### src/rtl/sliding_anagram_counter_macros.svh
// Assertion helpers for the top-level RTL file.
`ifndef SLIDING_ANAGRAM_COUNTER_MACROS_SVH
`define SLIDING_ANAGRAM_COUNTER_MACROS_SVH

`ifndef SYNTHESIS
// Condition must hold at every clock edge outside reset.
`define SAC_ASSERT_ALWAYS(label, clk, rst, cond, msg) \
   label: assert property (@(posedge clk) disable iff (rst) (cond)) else $error(msg);
// Antecedent implies consequent in the same cycle.
`define SAC_ASSERT_IMPLY(label, clk, rst, ante, cons, msg) \
   label: assert property (@(posedge clk) disable iff (rst) (ante) |-> (cons)) else $error(msg);
`else
`define SAC_ASSERT_ALWAYS(label, clk, rst, cond, msg)
`define SAC_ASSERT_IMPLY(label, clk, rst, ante, cons, msg)
`endif

`endif

### src/rtl/sac_pkg.sv
`timescale 1ns / 1ps

package sac_pkg;

   localparam int MAX_PATTERN = 64;
   localparam int ALPHABET    = 26;
   localparam int LETTER_W    = 5;
   localparam int LEN_W       = $clog2(MAX_PATTERN + 1);
   localparam int POS_W       = $clog2(MAX_PATTERN);
   localparam int HIST_AW     = $clog2(ALPHABET);
   // window count minus pattern count, kept modulo 2**DIFF_W
   localparam int DIFF_W      = LEN_W + 1;
   localparam int NZ_W        = $clog2(ALPHABET + 1);
   localparam int TOTAL_W     = 32;

   typedef enum logic [1:0] {
      OP_CLEAR   = 2'd0,
      OP_PATTERN = 2'd1,
      OP_TEXT    = 2'd2
   } op_type;

   // action after validation of the incoming word
   typedef enum logic [1:0] {
      ACT_NONE,
      ACT_CLEAR,
      ACT_PATTERN,
      ACT_TEXT
   } act_type;

   typedef struct packed {
      logic [1:0]          op;
      logic [LETTER_W-1:0] letter;
   } req_type;

   typedef struct packed {
      logic               window_full;
      logic               is_match;
      logic [TOTAL_W-1:0] match_total;
   } rsp_type;

   // one item on its way from the front end to the histogram stage
   typedef struct packed {
      logic                valid;
      act_type             act;
      logic                remove;
      logic                full;
      logic [LETTER_W-1:0] letter;
   } item_type;

endpackage

### src/rtl/sliding_anagram_counter.sv
// Channel  Handshake              Dir  Word
// req      req_valid, req_ready   in   req_type {op, letter}
// rsp      rsp_valid, rsp_ready   out  rsp_type {window_full, is_match, match_total}
//
// One word per cycle while the output is not held, set by the read-modify-write
// of the histogram memories, which forward the previous write to the next word.
// A word's result reaches rsp through the ring read, the histogram read and the
// output register; one result word per request word.
// Reset clears counters, valid flags and the total at once; no clearing pass.
// While the output word waits and rsp_ready is low, the whole pipeline holds.
`timescale 1ns / 1ps
`include "sliding_anagram_counter_macros.svh"

module sliding_anagram_counter
   import sac_pkg::*;
(
   input  logic    clock,
   input  logic    reset,
   input  logic    req_valid,
   output logic    req_ready,
   input  req_type req_data,
   output logic    rsp_valid,
   input  logic    rsp_ready,
   output rsp_type rsp_data
);

   logic                adv;
   logic                accept;
   logic                letter_ok;
   act_type             act;
   logic                remove;
   logic                full_next;
   logic [LEN_W-1:0]    pos_ext;
   logic [POS_W-1:0]    old_idx;

   logic [LEN_W-1:0]    plen_ff, plen_in;
   logic [LEN_W-1:0]    fill_ff, fill_in;
   logic [POS_W-1:0]    pos_ff, pos_in;
   item_type            item_ff, item_in;
   logic [LETTER_W-1:0] ring_rdata;

   logic                s2_valid;
   rsp_type             s2_rsp;
   logic                rsp_valid_ff, rsp_valid_in;
   rsp_type             rsp_data_ff, rsp_data_in;

   // pipeline advances unless the output word is held
   assign adv       = !rsp_valid_ff || rsp_ready;
   assign req_ready = adv;
   assign accept    = req_valid && adv;
   assign letter_ok = req_data.letter < LETTER_W'(ALPHABET);

   // decode
   always_comb begin
      act = ACT_NONE;
      unique case (req_data.op)
         OP_CLEAR: begin
            act = ACT_CLEAR;
         end
         OP_PATTERN: begin
            if (letter_ok && (plen_ff < LEN_W'(MAX_PATTERN))) act = ACT_PATTERN;
         end
         OP_TEXT: begin
            if (letter_ok && (plen_ff != '0)) act = ACT_TEXT;
         end
         default: begin
            act = ACT_NONE;
         end
      endcase
   end

   // oldest letter sits fill places behind the write position
   always_comb begin
      remove  = (act == ACT_TEXT) && (fill_ff == plen_ff);
      pos_ext = LEN_W'(pos_ff);
      if (pos_ext >= fill_ff) begin
         old_idx = POS_W'(pos_ext - fill_ff);
      end else begin
         old_idx = POS_W'(pos_ext + LEN_W'(MAX_PATTERN) - fill_ff);
      end
   end

   // window counters
   always_comb begin
      plen_in = plen_ff;
      fill_in = fill_ff;
      pos_in  = pos_ff;
      if (accept) begin
         case (act)
            ACT_CLEAR: begin
               plen_in = '0;
               fill_in = '0;
               pos_in  = '0;
            end
            ACT_PATTERN: begin
               plen_in = plen_ff + LEN_W'(1);
            end
            ACT_TEXT: begin
               pos_in = (pos_ff == POS_W'(MAX_PATTERN - 1)) ? '0 : pos_ff + POS_W'(1);
               if (!remove) fill_in = fill_ff + LEN_W'(1);
            end
            default: ;
         endcase
      end
      full_next = (plen_in != '0) && (fill_in == plen_in);
      item_in   = '{valid: accept, act: act, remove: remove, full: full_next,
                    letter: req_data.letter};
   end

   sac_ram #(.WIDTH(LETTER_W), .DEPTH(MAX_PATTERN), .RD_PORTS(1)) u_ring (
      .clock (clock),
      .we    (accept && (act == ACT_TEXT)),
      .waddr (pos_ff),
      .wdata (req_data.letter),
      .re    (adv),
      .raddr (old_idx),
      .rdata (ring_rdata)
   );

   sac_hist u_hist (
      .clock    (clock),
      .reset    (reset),
      .adv      (adv),
      .s1_item  (item_ff),
      .s1_old   (ring_rdata),
      .s2_valid (s2_valid),
      .s2_rsp   (s2_rsp)
   );

   // output register
   assign rsp_valid_in = adv ? s2_valid : rsp_valid_ff;
   assign rsp_data_in  = adv ? s2_rsp : rsp_data_ff;

   always_ff @(posedge clock) begin
      if (reset) begin
         plen_ff       <= '0;
         fill_ff       <= '0;
         pos_ff        <= '0;
         item_ff.valid <= 1'b0;
         rsp_valid_ff  <= 1'b0;
      end else begin
         plen_ff      <= plen_in;
         fill_ff      <= fill_in;
         pos_ff       <= pos_in;
         rsp_valid_ff <= rsp_valid_in;
         if (adv) item_ff <= item_in;
      end
   end

   always_ff @(posedge clock) begin
      rsp_data_ff <= rsp_data_in;
   end

   assign rsp_valid = rsp_valid_ff;
   assign rsp_data  = rsp_data_ff;

   `SAC_ASSERT_ALWAYS(a_fill_le_len, clock, reset, fill_ff <= plen_ff, "window fill above pattern length")
   `SAC_ASSERT_ALWAYS(a_len_le_max, clock, reset, plen_ff <= LEN_W'(MAX_PATTERN), "pattern length above ring depth")
   `SAC_ASSERT_IMPLY(a_match_full, clock, reset, rsp_valid_ff && rsp_data_ff.is_match, rsp_data_ff.window_full, "match on a window that is not full")

endmodule

### src/rtl/sac_ram.sv
`timescale 1ns / 1ps

module sac_ram #(
   parameter int WIDTH    = 8,
   parameter int DEPTH    = 32,
   parameter int RD_PORTS = 1,
   localparam int AW      = $clog2(DEPTH)
) (
   input  logic                               clock,
   input  logic                               we,
   input  logic [AW-1:0]                      waddr,
   input  logic [WIDTH-1:0]                   wdata,
   input  logic                               re,
   input  logic [RD_PORTS-1:0][AW-1:0]        raddr,
   output logic [RD_PORTS-1:0][WIDTH-1:0]     rdata
);

   logic [WIDTH-1:0]                 mem_ff [DEPTH];
   logic [RD_PORTS-1:0][WIDTH-1:0]   rdata_ff;

   // one write port, registered reads return the old contents on a collision
   always_ff @(posedge clock) begin
      if (we) begin
         mem_ff[waddr] <= wdata;
      end
      if (re) begin
         for (int p = 0; p < RD_PORTS; p++) begin
            rdata_ff[p] <= mem_ff[raddr[p]];
         end
      end
   end

   assign rdata = rdata_ff;

endmodule

### src/rtl/sac_hist.sv
`timescale 1ns / 1ps

module sac_hist
   import sac_pkg::*;
(
   input  logic                clock,
   input  logic                reset,
   input  logic                adv,
   input  item_type            s1_item,
   input  logic [LETTER_W-1:0] s1_old,
   output logic                s2_valid,
   output rsp_type             s2_rsp
);

   typedef struct packed {
      logic               valid;
      logic [HIST_AW-1:0] addr;
      logic [DIFF_W-1:0]  data;
   } fwd_type;

   // A counts window insertions minus pattern letters, B counts window removals
   logic [1:0][DIFF_W-1:0]  a_rd;
   logic [1:0][DIFF_W-1:0]  b_rd;
   logic [1:0][HIST_AW-1:0] rd_addr;

   item_type                s2_item_ff, s2_item_in;
   logic [HIST_AW-1:0]      s2_old_ff, s2_old_in;
   logic [ALPHABET-1:0]     va_ff, va_in;
   logic [ALPHABET-1:0]     vb_ff, vb_in;
   fwd_type                 fwd_a_ff, fwd_a_in;
   fwd_type                 fwd_b_ff, fwd_b_in;
   logic [NZ_W-1:0]         nz_ff, nz_in;
   logic [TOTAL_W-1:0]      total_ff, total_in;

   logic [HIST_AW-1:0]      let_a;
   logic [DIFF_W-1:0]       a_l, b_l, a_o, b_o;
   logic [DIFF_W-1:0]       d_l, d_o, dl_inc, dl_dec, do_dec;
   logic                    same;
   logic                    a_we, b_we;
   logic [DIFF_W-1:0]       a_wdata, b_wdata;
   logic                    match;

   // forwarded value from the previous write, else memory, else reset value
   function automatic logic [DIFF_W-1:0] pick(fwd_type f, logic [HIST_AW-1:0] addr,
                                              logic vbit, logic [DIFF_W-1:0] rd);
      logic [DIFF_W-1:0] res;
      if (f.valid && (f.addr == addr)) begin
         res = f.data;
      end else if (vbit) begin
         res = rd;
      end else begin
         res = '0;
      end
      return res;
   endfunction

   // port 0 reads the new letter, port 1 the letter leaving the window
   assign rd_addr = {s1_old[HIST_AW-1:0], s1_item.letter[HIST_AW-1:0]};

   sac_ram #(.WIDTH(DIFF_W), .DEPTH(ALPHABET), .RD_PORTS(2)) u_ins_mem (
      .clock (clock),
      .we    (adv && a_we),
      .waddr (let_a),
      .wdata (a_wdata),
      .re    (adv),
      .raddr (rd_addr),
      .rdata (a_rd)
   );

   sac_ram #(.WIDTH(DIFF_W), .DEPTH(ALPHABET), .RD_PORTS(2)) u_rem_mem (
      .clock (clock),
      .we    (adv && b_we),
      .waddr (s2_old_ff),
      .wdata (b_wdata),
      .re    (adv),
      .raddr (rd_addr),
      .rdata (b_rd)
   );

   // operand select with forwarding
   always_comb begin
      let_a  = s2_item_ff.letter[HIST_AW-1:0];
      a_l    = pick(fwd_a_ff, let_a, va_ff[let_a], a_rd[0]);
      b_l    = pick(fwd_b_ff, let_a, vb_ff[let_a], b_rd[0]);
      a_o    = pick(fwd_a_ff, s2_old_ff, va_ff[s2_old_ff], a_rd[1]);
      b_o    = pick(fwd_b_ff, s2_old_ff, vb_ff[s2_old_ff], b_rd[1]);
      d_l    = a_l - b_l;
      d_o    = a_o - b_o;
      dl_inc = d_l + DIFF_W'(1);
      dl_dec = d_l - DIFF_W'(1);
      do_dec = d_o - DIFF_W'(1);
      same   = s2_item_ff.remove && (s2_old_ff == let_a);
   end

   // histogram update, mismatch count and total
   always_comb begin
      a_we     = 1'b0;
      b_we     = 1'b0;
      a_wdata  = a_l;
      b_wdata  = b_o + DIFF_W'(1);
      va_in    = va_ff;
      vb_in    = vb_ff;
      nz_in    = nz_ff;
      total_in = total_ff;
      match    = 1'b0;
      if (s2_item_ff.valid) begin
         case (s2_item_ff.act)
            ACT_CLEAR: begin
               va_in    = '0;
               vb_in    = '0;
               nz_in    = '0;
               total_in = '0;
            end
            ACT_PATTERN: begin
               a_we         = 1'b1;
               a_wdata      = a_l - DIFF_W'(1);
               va_in[let_a] = 1'b1;
               nz_in        = nz_ff - NZ_W'(d_l != '0) + NZ_W'(dl_dec != '0);
            end
            ACT_TEXT: begin
               a_we         = 1'b1;
               a_wdata      = a_l + DIFF_W'(1);
               va_in[let_a] = 1'b1;
               if (s2_item_ff.remove) begin
                  b_we             = 1'b1;
                  vb_in[s2_old_ff] = 1'b1;
               end
               // a letter leaving and entering at once leaves the difference alone
               if (!same) begin
                  nz_in = nz_ff - NZ_W'(d_l != '0) + NZ_W'(dl_inc != '0);
                  if (s2_item_ff.remove) begin
                     nz_in = nz_in - NZ_W'(d_o != '0) + NZ_W'(do_dec != '0);
                  end
               end
               match = s2_item_ff.full && (nz_in == '0);
               if (match && (total_ff != '1)) begin
                  total_in = total_ff + TOTAL_W'(1);
               end
            end
            default: ;
         endcase
      end
      fwd_a_in = '{valid: a_we, addr: let_a, data: a_wdata};
      fwd_b_in = '{valid: b_we, addr: s2_old_ff, data: b_wdata};
   end

   assign s2_item_in = s1_item;
   assign s2_old_in  = s1_old[HIST_AW-1:0];

   always_ff @(posedge clock) begin
      if (reset) begin
         s2_item_ff.valid <= 1'b0;
         va_ff            <= '0;
         vb_ff            <= '0;
         fwd_a_ff.valid   <= 1'b0;
         fwd_b_ff.valid   <= 1'b0;
         nz_ff            <= '0;
         total_ff         <= '0;
      end else if (adv) begin
         s2_item_ff <= s2_item_in;
         va_ff      <= va_in;
         vb_ff      <= vb_in;
         fwd_a_ff   <= fwd_a_in;
         fwd_b_ff   <= fwd_b_in;
         nz_ff      <= nz_in;
         total_ff   <= total_in;
      end
   end

   always_ff @(posedge clock) begin
      if (adv) begin
         s2_old_ff <= s2_old_in;
      end
   end

   assign s2_valid = s2_item_ff.valid;
   assign s2_rsp   = '{window_full: s2_item_ff.full, is_match: match,
                       match_total: total_in};

endmodule
### config.mk
export PLATFORM = sky130hd
export DESIGN_NAME = sliding_anagram_counter
export DESIGN_NICKNAME = d
export VERILOG_FILES = /design/src/rtl/sac_pkg.sv /design/src/rtl/sliding_anagram_counter.sv /design/src/rtl/sac_ram.sv /design/src/rtl/sac_hist.sv
export VERILOG_INCLUDE_DIRS = /design/src /design/src/rtl
export SDC_FILE = /design/constraint.sdc
export NUM_CORES = 1
export LEC_CHECK = 0
export ABC_AREA = 0
export ABC_CLOCK_PERIOD_IN_PS = 6800
export BUFFER_PORTS_ARGS = -buffer_cell sky130_fd_sc_hd__buf_4
export CAP_MARGIN = 20
export CORE_ASPECT_RATIO = 0.9
export CORE_MARGIN = 8
export CORE_UTILIZATION = 27
export DETAILED_ROUTE_END_ITERATION = 8
export PLACE_DENSITY_LB_ADDON = 0.25
export SKIP_CTS_REPAIR_TIMING = 1
export SKIP_LAST_GASP = 1
export SLEW_MARGIN = 20
export SYNTH_ARGS = -nofsm -noshare
export SYNTH_HDL_FRONTEND = slang
export SYNTH_SLANG_ARGS = --single-unit
### constraint.sdc
create_clock -name clock -period 6.8 [get_ports clock]
set_input_delay 1.02 -clock clock [delete_from_list [all_inputs] [get_ports clock]]
set_output_delay 1.02 -clock clock [all_outputs]
set_load 0.01 [all_outputs]
== Word-level counts from Yosys, hierarchy flattened ==
Memory sizes are Yosys's and may differ from the RTL's. A register that Yosys moved wholly into a read port is not among the register bits.
Cells that the tools add are included.
W data, S select, Z words.

* Input port bits: 11
* Memory bits (writable): 736
* Register bits: 197
* Memories: 3
* Output and inout bits: 36
* Logic and storage cells: 173

{| class="wikitable"
|+ Memory list
! memory !! depth !! width !! read ports !! clocked after memory_dff !! write ports !! line !! RTL
|-
| u_ring.mem_ff || 64 || 5 || 1 || 1 || 1 || sac_ram.sv:18 || <nowiki>logic [WIDTH-1:0] mem_ff [DEPTH];</nowiki>
|-
| u_hist.u_ins_mem.mem_ff || 26 || 8 || 2 || 2 || 1 || sac_ram.sv:18 ||
|-
| u_hist.u_rem_mem.mem_ff || 26 || 8 || 2 || 2 || 1 || sac_ram.sv:18 ||
|}

* Magnitude comparators: 7
* Reduce and logical (&&, ||, !) cells: 39
* Bitwise operators: 3
* Muxes and demuxes: 55
* $add $sub $neg: 20
* Equality and inequality tests: 18

{| class="wikitable"
|+ Operators by type and width
! kind !! count
|-
| $pmux W26 S2 || 2
|-
| $mux W8 || 9
|-
| $mux W32 || 2
|-
| $pmux W32 S2 || 1
|-
| $or A26 B26 Y26 || 2
|-
| $reduce_bool A8 Y1 || 5
|-
| $add A32 B1 Y32 const B || 1
|-
| $ne A32 B32 Y1 const B || 1
|-
| $pmux W7 S2 || 2
|-
| $mux W26 || 1
|-
| $eq A5 B5 Y1 || 5
|-
| $add A8 B1 Y8 const B || 3
|-
| $sub A8 B1 Y8 const B || 3
|-
| $mux W7 || 3
|-
| $bmux W1 S5 || 4
|-
| $mux W5 || 4
|-
| $logic_and A1 B1 Y1 || 17
|-
| $mux W1 || 17
|-
| $pmux W8 S2 || 1
|-
| $sub A8 B8 Y8 || 2
|-
| $add A5 B1 Y5 || 3
|-
| $pmux W5 S3 || 1
|-
| $add A7 B1 Y7 const B || 2
|-
| $eq A7 B7 Y1 || 2
|-
| other kinds (29) || 49
|}

== Longest topological paths before layout ==
Gate-level depths: netlist of run 1.

* Depth in word-level cells: 20
* Depth in mapped cells: 41

== Hierarchy ==
Synthesis of run 1 repeated with hierarchy kept, for this count alone.

* Cells, all modules: 3114
* Area total of the unflattened synthesis: 45687.6 µm²

{| class="wikitable"
|+ By module, submodules not included
! module !! instances !! cells each !! sequential area each (µm²) !! area an instance (µm²)
|-
| sac_ram (u_hist.u_ins_mem ...) || 2 || 591 || 6726.5 || 10356.2
|-
| sac_ram (u_ring) || 1 || 610 || 9759.4 || 12818.5
|-
| sac_hist || 1 || 1040 || 3042.9 || 8999.9
|-
| sliding_anagram_counter || 1 || 282 || 1731.7 || 3156.8
|}

== Worst setup path before layout of run 1 ==
No wires, ideal clock.

* Path type: flip-flop to flip-flop
* From: register u_hist.s2_item_ff, in the netlist u_hist.let_a[1]
* To: register rsp_data_ff, in the netlist rsp_data[23] (data pin)
* Setup slack: -0.746 ns
* Cell stages (with the launch flop): 38
* Clock period less this slack: 7.546 ns
* Data required time: 6.544 ns
* Arrival: 7.290 ns
* Cell sequence: edfxtp_1 buf_1 buf_1 xor2_1 nor4_1 and3_1 clkbuf_1 a31oi_1 a22o_1 inv_1 ha_1 nor2b_1 o21ai_0 a21oi_1 o21a_1 nor2_1 o21bai_1 a21oi_1 [... 2 more ...] ha_1 inv_1 ha_1 inv_1 ha_1 inv_1 ha_1 fa_1 a21o_1 a21oi_1 xnor3_1 a211o_1 nand3_1 nand3_2 nor4_4 buf_2 a21oi_1 a31o_2

{| class="wikitable"
|+ RTL lines
! what !! line !! RTL
|-
| start, declared || sac_hist.sv:26 || <nowiki>item_type s2_item_ff, s2_item_in;</nowiki>
|-
| start signal, assigned || sac_hist.sv:160 || <nowiki>s2_item_ff <= s2_item_in;</nowiki>
|-
| end signal, assigned || sliding_anagram_counter.sv:151 || <nowiki>rsp_data_ff <= rsp_data_in;</nowiki>
|-
| end, declared || sliding_anagram_counter.sv:45 || <nowiki>rsp_type rsp_data_ff, rsp_data_in;</nowiki>
|}

== Final worst setup path of run 1 ==
* From: register u_hist.s2_item_ff, in the netlist u_hist.let_a[0]
* To: register u_hist.total_ff[15]

* Word-level cells in the longest chain between the ends: 20
* Elaborated cells between the ends (all ways): 32

{| class="wikitable"
|+ RTL lines
! what !! line !! RTL
|-
| $bmux W1 S5, on equally long branches || sac_hist.sv:83, sac_hist.sv:84 ||
|-
| $mux W1, on equally long branches || sac_hist.sv:83, sac_hist.sv:84 ||
|-
| $mux W8 || sac_hist.sv:49 || <nowiki>end else if (vbit) begin</nowiki>
|-
| $mux W8 || sac_hist.sv:47 || <nowiki>if (f.valid && (f.addr == addr)) begin</nowiki>
|-
| $sub A8 B8 Y8 || sac_hist.sv:87 || <nowiki>d_l = a_l - b_l;</nowiki>
|-
| $add A8 B1 Y8 / $reduce_bool A8 Y1 (equally long branches) || sac_hist.sv:89, sac_hist.sv:130 ||
|-
| $reduce_bool A8 Y1 / $sub A5 B1 Y5 (equally long branches) || sac_hist.sv:130 || <nowiki>nz_in = nz_ff - NZ_W'(d_l != '0) + NZ_W'(dl_inc != '0);</nowiki>
|-
| $add A5 B1 Y5 || sac_hist.sv:130 ||
|-
| [... 4 more ...] || n/a ||
|-
| $mux W5 (*) || sac_hist.sv:107 || <nowiki>case (s2_item_ff.act)</nowiki>
|-
| $mux W5 (*) || sac_hist.sv:106 || <nowiki>if (s2_item_ff.valid) begin</nowiki>
|-
| $logic_not A5 Y1 (*) || sac_hist.sv:135 || <nowiki>match = s2_item_ff.full && (nz_in == '0);</nowiki>
|-
| $logic_and A1 B1 Y1 (*) || sac_hist.sv:135 ||
|-
| $logic_and A1 B1 Y1 (*) || sac_hist.sv:136 || <nowiki>if (match && (total_ff != '1)) begin</nowiki>
|-
| $mux W32 (*) || sac_hist.sv:136 ||
|-
| $pmux W32 S2 (*) || sac_hist.sv:107 ||
|-
| $mux W32 (*) || sac_hist.sv:106 ||
|-
| end signal, assigned || sac_hist.sv:166 || <nowiki>total_ff <= total_in;</nowiki>
|-
| end, declared || sac_hist.sv:33 || <nowiki>logic [TOTAL_W-1:0] total_ff, total_in;</nowiki>
|}

Every way passes the cells marked *; elsewhere a longest branch is shown, timed or not. The select of a mux whose other input is x is not followed.
A chain may end at the register's enable or synchronous reset.

==> results of run 1 <==
[registers in the layout (all words and copies together) (netlist names), 14 cells and up]
name and flops:
rsp_data 34, u_hist.fwd_a_ff 14, u_hist.fwd_b_ff 14, u_hist.total_ff 32, u_hist.u_ins_mem.mem_ff 208, u_hist.u_ins_mem.rdata 16
u_hist.u_rem_mem.mem_ff 208, u_hist.u_rem_mem.rdata 16, u_hist.va_ff 26, u_hist.vb_ff 26, u_ring.mem_ff 320
[power groups by stage]
| stage | clock network, mW | registers (mW) | logic (mW) |
|---|---|---|---|
| 2_1_floorplan | 0 | 6.65 | 0.731 |
| 3_3_place_gp | 0 | 6.67 | 1.15 |
| 3_5_place_dp | 0 | 6.67 | 1.15 |
| 4_1_cts | 5.95 | 6.54 | 1.15 |
| 5_1_grt | 6.15 | 6.55 | 1.30 |
| 6_report | 5.79 | 6.54 | 1.19 |
[placed cells by master (no fill, tap or decap), drive strengths merged, types with 20 or more instances in the layout]
cell,n
a211oi,47
a21o,20
a21oi,142
a22oi,20
and3,31
buf,290
clkbuf,145
clkinv,48
dfxtp,114
edfxtp,856
ha,45
inv,68
mux2,37
mux2i,63
mux4,345
nand2,86
nand3,61
nor2,266
nor2b,51
nor3,30
nor4,28
o21ai,48
xnor2,56
xor2,45
[layout make-up]
type	instances	area, um^2	share of cell area
antenna	2	5.005	0.00009354
multi-input combinational	1619	16590	0.3101
sequential	970	27990	0.5231
clock buffer	144	2930	0.05477
tap	2232	2793	0.05219
clock inverter	60	599.3	0.01120
inverter	67	261.5	0.004887
timing repair buffer	291	2338	0.04371
[routing by layer]
metal | GRT usage | routed length (um)
met2 | 0.2059 | 56350
met4 | 0.02801 | 2095
met1 | 0.1845 | 55430
met5 | 0 | 0
met3 | 0.02166 | 5451
[worst paths after layout]
| kind | startpoint | end | cells after the start |
|---|---|---|---|
| max | u_hist.let_a[0] | u_hist.total_ff[15] | 37 |
| min | item_ff[7] | u_hist.s2_item_ff[7] | 0 |
| max reg2reg | u_hist.let_a[0] | u_hist.total_ff[15] | 37 |
| min reg2reg | item_ff[7] | u_hist.s2_item_ff[7] | 0 |
[metrics by stage]
stage                 util  instances  hold slack (ns)  setup TNS (ns)  worst slack, ns
detailed placement  0.2988       5168           0.4066          -27.20          -0.5408
floorplan                -       2841           0.4003        -0.04732         -0.01085
global placement    0.2985       5164           0.4045          -22.39          -0.4605
global route        0.3224       5384           0.4275          -34.64          -0.6344
CTS                 0.3201       5372           0.4192          -26.20          -0.5175
finish              0.3224       5385           0.4169          -9.606          -0.2765
[logic make-up (layout without fill, tap and decap cells)]
logic type | count (synthesis) | in the layout | share of synthesized area
adders and majority gates | 50 | 50 | 0.01475
AOI/OAI and AO/OA | 355 | 355 | 0.04984
buffers and inverters | 252 | 562 | 0.02187
DFF | 970 | 970 | 0.6225
muxes | 445 | 445 | 0.1961
and+or+nand+nor | 666 | 666 | 0.07411
xor gates and xnor gates | 103 | 103 | 0.02084
other | 0 | 2 | 0
[critical path, delay by kind of cell (launching register included)]
kind,cells,cell delay (ns)
fa+ha+maj,7,1.92
compound gates,9,1.64
simple gates,7,1.26
buf+inv,11,1.24
xor+xnor,3,0.52
flops,1,0.41
==> flow_metrics.tcl, run 1 <==
set metrics [dict create \
    status "finished, violations left" \
    violations "setup timing" \
    drive_above_1_share 0.2980 \
    rows 142 \
    vias_per_cell 4.865 \
    max-slew-margin-rel 0.2445 \
    htree_levels 3 \
    insertion_delay_ns 0.75 \
    io_pins 47 \
    dpl_cell_area_mm2 0.04959 \
    area_delta_synth_final_pct 19.00 \
    fillers 16220 \
    period_minus_slack_ns 7.077 \
    arrival_ns 7.69 \
    dp_hpwl_um 75960 \
    p_per_area_mw_per_mm2 252.8 \
    start_util 0.2709 \
    grt_max_degree 98 \
    clock-sinks 970 \
    switching_share 0.2330 \
    hold_path_class "flip-flop to flip-flop" \
    crit_path_top_delay_cell "edfxtp_1" \
    slowest_delay_ns 0.41 \
    ys_ff_latch 970 \
    crit_fanout 15 \
    pwr-share-clk 0.428 \
    vias 26200 \
    synth_common_cells "edfxtp_1, mux4_2, nor2_1" \
    yosysSeqAreaShare 0.6225 \
    cts_buffers 109 \
    die_h_um 403.1 \
    crit_path_frequent_cell "buf_4" \
    p_switching_mw 3.152 \
    track_usage 0.1288 \
    worstSetupPathType "flip-flop to flip-flop" \
    hold_viol 0 \
    pwr-share-seq 0.484 \
    dominantRegCellSynth "edfxtp_1" \
    finalPower_mw 13.53 \
    fp.dieArea_mm2 0.1799 \
    cts-root-buf "clkbuf_16" \
    clockBufferDepth 3 \
    drt-initial-drc-count 2010 \
    grt_pass1_vias 26270 \
    routed_wl_um 119300 \
    fp.dieW_um 446.1 \
    skew_ns 0.08088 \
    grt_remaining_overflow 0 \
    setup_viol 63 \
    async_flop_share 0 \
    synth.top_cell.area_share 0.5717 \
    antenna_found_initial 3 \
    setup_slack_ns -0.2765 \
    fin_nets 3119 \
    rsz0062_at_grt "true" \
    syn-num-nets 2902 \
    core_area_mm2 0.1659 \
    startpoint_type "flip-flop" \
    peakVddDrop_mv 0.1966 \
    ant_nets 0 \
    fin_crit_sh 1.041 \
    synth_edf_count 856 \
    drv_cap 0 \
    first_pass_iters 5 \
    intPower_mw 10.38 \
    syn_inst 2841 \
    drc 0 \
    synth_area_leader_cell "edfxtp_1" \
    worstPathRequired_ns 7.41 \
    leakage_nw 16.88 \
    tritoncts "done" \
    critPathCaptureType "flip-flop" \
    place.gp.congestion 0.7661 \
    portBuffers 46 \
    fmax_mhz 141.3 \
    clk_pin_slew_ns 0.05 \
    grt_pass1_wl_um 176900 \
    final_cell_area_mm2 0.05351 \
    yosys_warnings 0 \
    syn_area_mm2 0.04496 \
    yosysMostFrequentCell "edfxtp_1" \
    ff2ff_setup_slack_ns -0.28 \
    yosysUniqueCellTypes 75 \
    synth_area_leaders "edfxtp_1, mux4_2, dfxtp_1, nor2_1, a21oi_1" \
    wl_per_cell_um 22.16 \
    drv_slew 0 \
    syn_avg_cell_area_um2 15.83 \
    power_frac_comb 0.088 \
    tightest_slew_ns 1.129 \
]
No activity file was read; power rests on OpenSTA's default activity.
==> run 2, diff against run 1 <==
- CORE_MARGIN: 8 -> default
==> flow_metrics.tcl, run 2 (same netlist as run 1, synthesis figures left out) <==
set metrics [dict create \
    wl_per_cell_um 22.31 \
    layout_common_cells "edfxtp_1, mux4_2, buf_4" \
    portBuffers 46 \
    first_pass_iters 7 \
    top_regs "u_ring.mem_ff x320, u_hist.u_ins_mem.mem_ff x208, u_hist.u_rem_mem.mem_ff x208" \
    crit_path_top_delay_cell "mux4_2" \
    largest_reg_flops 320 \
    rows 141 \
    whs_path_depth 0 \
    fmax_mhz 141.4 \
    worstSetupPathType "flip-flop to flip-flop" \
    insertion_delay_ns 0.75 \
    finalPower_mw 13.52 \
    rr_endpoint "u_hist.total_ff[18]" \
    period_minus_slack_ns 7.071 \
    drive_above_1_share 0.3082 \
    hold_viol 0 \
    grt_max_degree 98 \
    diodes 0 \
    die_h_um 389.1 \
    fin_nets 3127 \
    skew_ns 0.07018 \
    clockBufferDepth 3 \
    tritoncts "done" \
    drc 0 \
    dp_hpwl_um 75620 \
    tns_ns -11.58 \
    clock-sinks 970 \
    violations "setup timing" \
    grt_remaining_overflow 0 \
    antenna_found_initial 2 \
    peakVddDrop_mv 0.1826 \
    clk_pin_slew_ns 0.06 \
    status "finished, violations left" \
    critPathCaptureType "flip-flop" \
    arrival_ns 7.75 \
    htree_levels 3 \
    ff2ff_setup_slack_ns -0.27 \
    area_delta_synth_final_pct 19.42 \
    crit_fanout 12 \
    vias_per_cell 4.865 \
    rsz0062_at_grt "true" \
    vias 26130 \
    worstPathRequired_ns 7.48 \
    fp.dieW_um 432.1 \
    cts_buffers 105 \
    core_area_mm2 0.1648 \
    start_util 0.2729 \
    drv_cap 0 \
    drv_slew 0 \
    io_pins 47 \
    startpoint_type "flip-flop" \
    slowest_delay_ns 0.50 \
    routed_wl_um 119800 \
    hold_path_class "flip-flop to flip-flop" \
    ant_nets 0 \
    r2r_start "u_hist.s2_old_ff[0]" \
    grt_pass1_wl_um 177400 \
    r2r_cells 33 \
    grt_pass1_vias 26450 \
    place.gp.congestion 0.8081 \
    p_per_area_mw_per_mm2 251.9 \
    cts-root-buf "clkbuf_16" \
    min-delay-start "item_ff[7]" \
    fin_crit_sh 1.040 \
    setup_viol 64 \
    track_usage 0.1402 \
    setup_slack_ns -0.2713 \
    hold_end "u_hist.s2_item_ff[7]" \
    drt-initial-drc-count 1976 \
    leakage_nw 17.00 \
    max-slew-margin-rel 0.2103 \
    top_register "u_ring.mem_ff" \
    fp.dieArea_mm2 0.1682 \
    final_common_cell "edfxtp_1" \
    tightest_slew_ns 1.180 \
]
==> run 2: cell count changes in the layout (fill, tap and decap cells not counted), moves of 4 or more <==
| cell | previous run | this run |
|---|---|---|
| clkinv_1 | 28 | 23 |
| clkbuf_1 | 29 | 21 |
| clkinv_2 | 13 | 24 |
| buf_6 | 3 | 13 |
| nor2_2 | 10 | 6 |
| o21ai_2 | 3 | 8 |
| clkbuf_16 | 111 | 107 |
| o21ai_0 | 36 | 30 |
==> run 2: worst max path at each step <==
stage / startpoint / to / cells past startpoint
global route: u_hist.s2_old_ff[0] / rsp_data[3] / 33
floorplan: u_hist.let_a[0] / u_hist.total_ff[23] / 37
global placement: u_hist.s2_old_ff[0] / u_hist.total_ff[2] / 31
CTS: u_hist.s2_old_ff[0] / u_hist.total_ff[4] / 31
detailed placement: u_hist.s2_old_ff[0] / u_hist.total_ff[4] / 31
finish: u_hist.s2_old_ff[0] / u_hist.total_ff[18] / 33
==> run 2: critical path, delay by kind of cell, from the launching register on <==
family | cells | cell delay [ns]
xor gates and xnor gates | 1 | 0.24
AOI/OAI and AO/OA | 11 | 2.23
and+or+nand+nor | 10 | 1.87
muxes | 2 | 0.61
DFF | 1 | 0.49
buffers and inverters | 5 | 0.57
adders and majority gates | 4 | 1.02
==> run 2: area by class of cell <==
| type | instances | area (um^2) |
|---|---|---|
| fillers | 16040 | 111100 |
| clock buffers | 129 | 2759 |
| flip-flops and latches | 970 | 27990 |
| well taps | 2216 | 2773 |
| repair buffers | 302 | 2471 |
| inverters | 67 | 256.5 |
| multi-input cells | 1620 | 16740 |
| clock inverters | 66 | 704.4 |
==> run 2: stage by stage <==
stage,cells,utilization,hold WS (ns),setup WS (ns),instance area (um^2)
finish,5370,0.3258,0.4198,-0.2713,53690
global route,5370,0.3258,0.4270,-0.6533,53690
CTS,5339,0.3216,0.4220,-0.6329,52990
detailed placement,5144,0.3005,0.4065,-0.5725,49520
global placement,5143,0.3002,0.4013,-0.5998,49470
floorplan,2841,-,0.4003,-0.01085,45160
==> run 2: per-layer routing <==
| metal | global-route usage | share of wire | wire length (um) | vias to the layer above |
|---|---|---|---|---|
| li1 | - | - | - | 11740 |
| met1 | 0.1985 | 0.46 | 54760 | 13550 |
| met2 | 0.2199 | 0.47 | 55850 | 656 |
| met3 | 0.02110 | 0.051 | 6055 | 176 |
| met4 | 0.04494 | 0.026 | 3149 | 0 |
| met5 | 0 | 0 | 0 | - |
==> run 2: power by group <==
group	internal, mW	switching (mW)	total, mW
clock network	3.25	2.49	5.74
registers	6.50	0.0394	6.54
logic	0.596	0.647	1.24
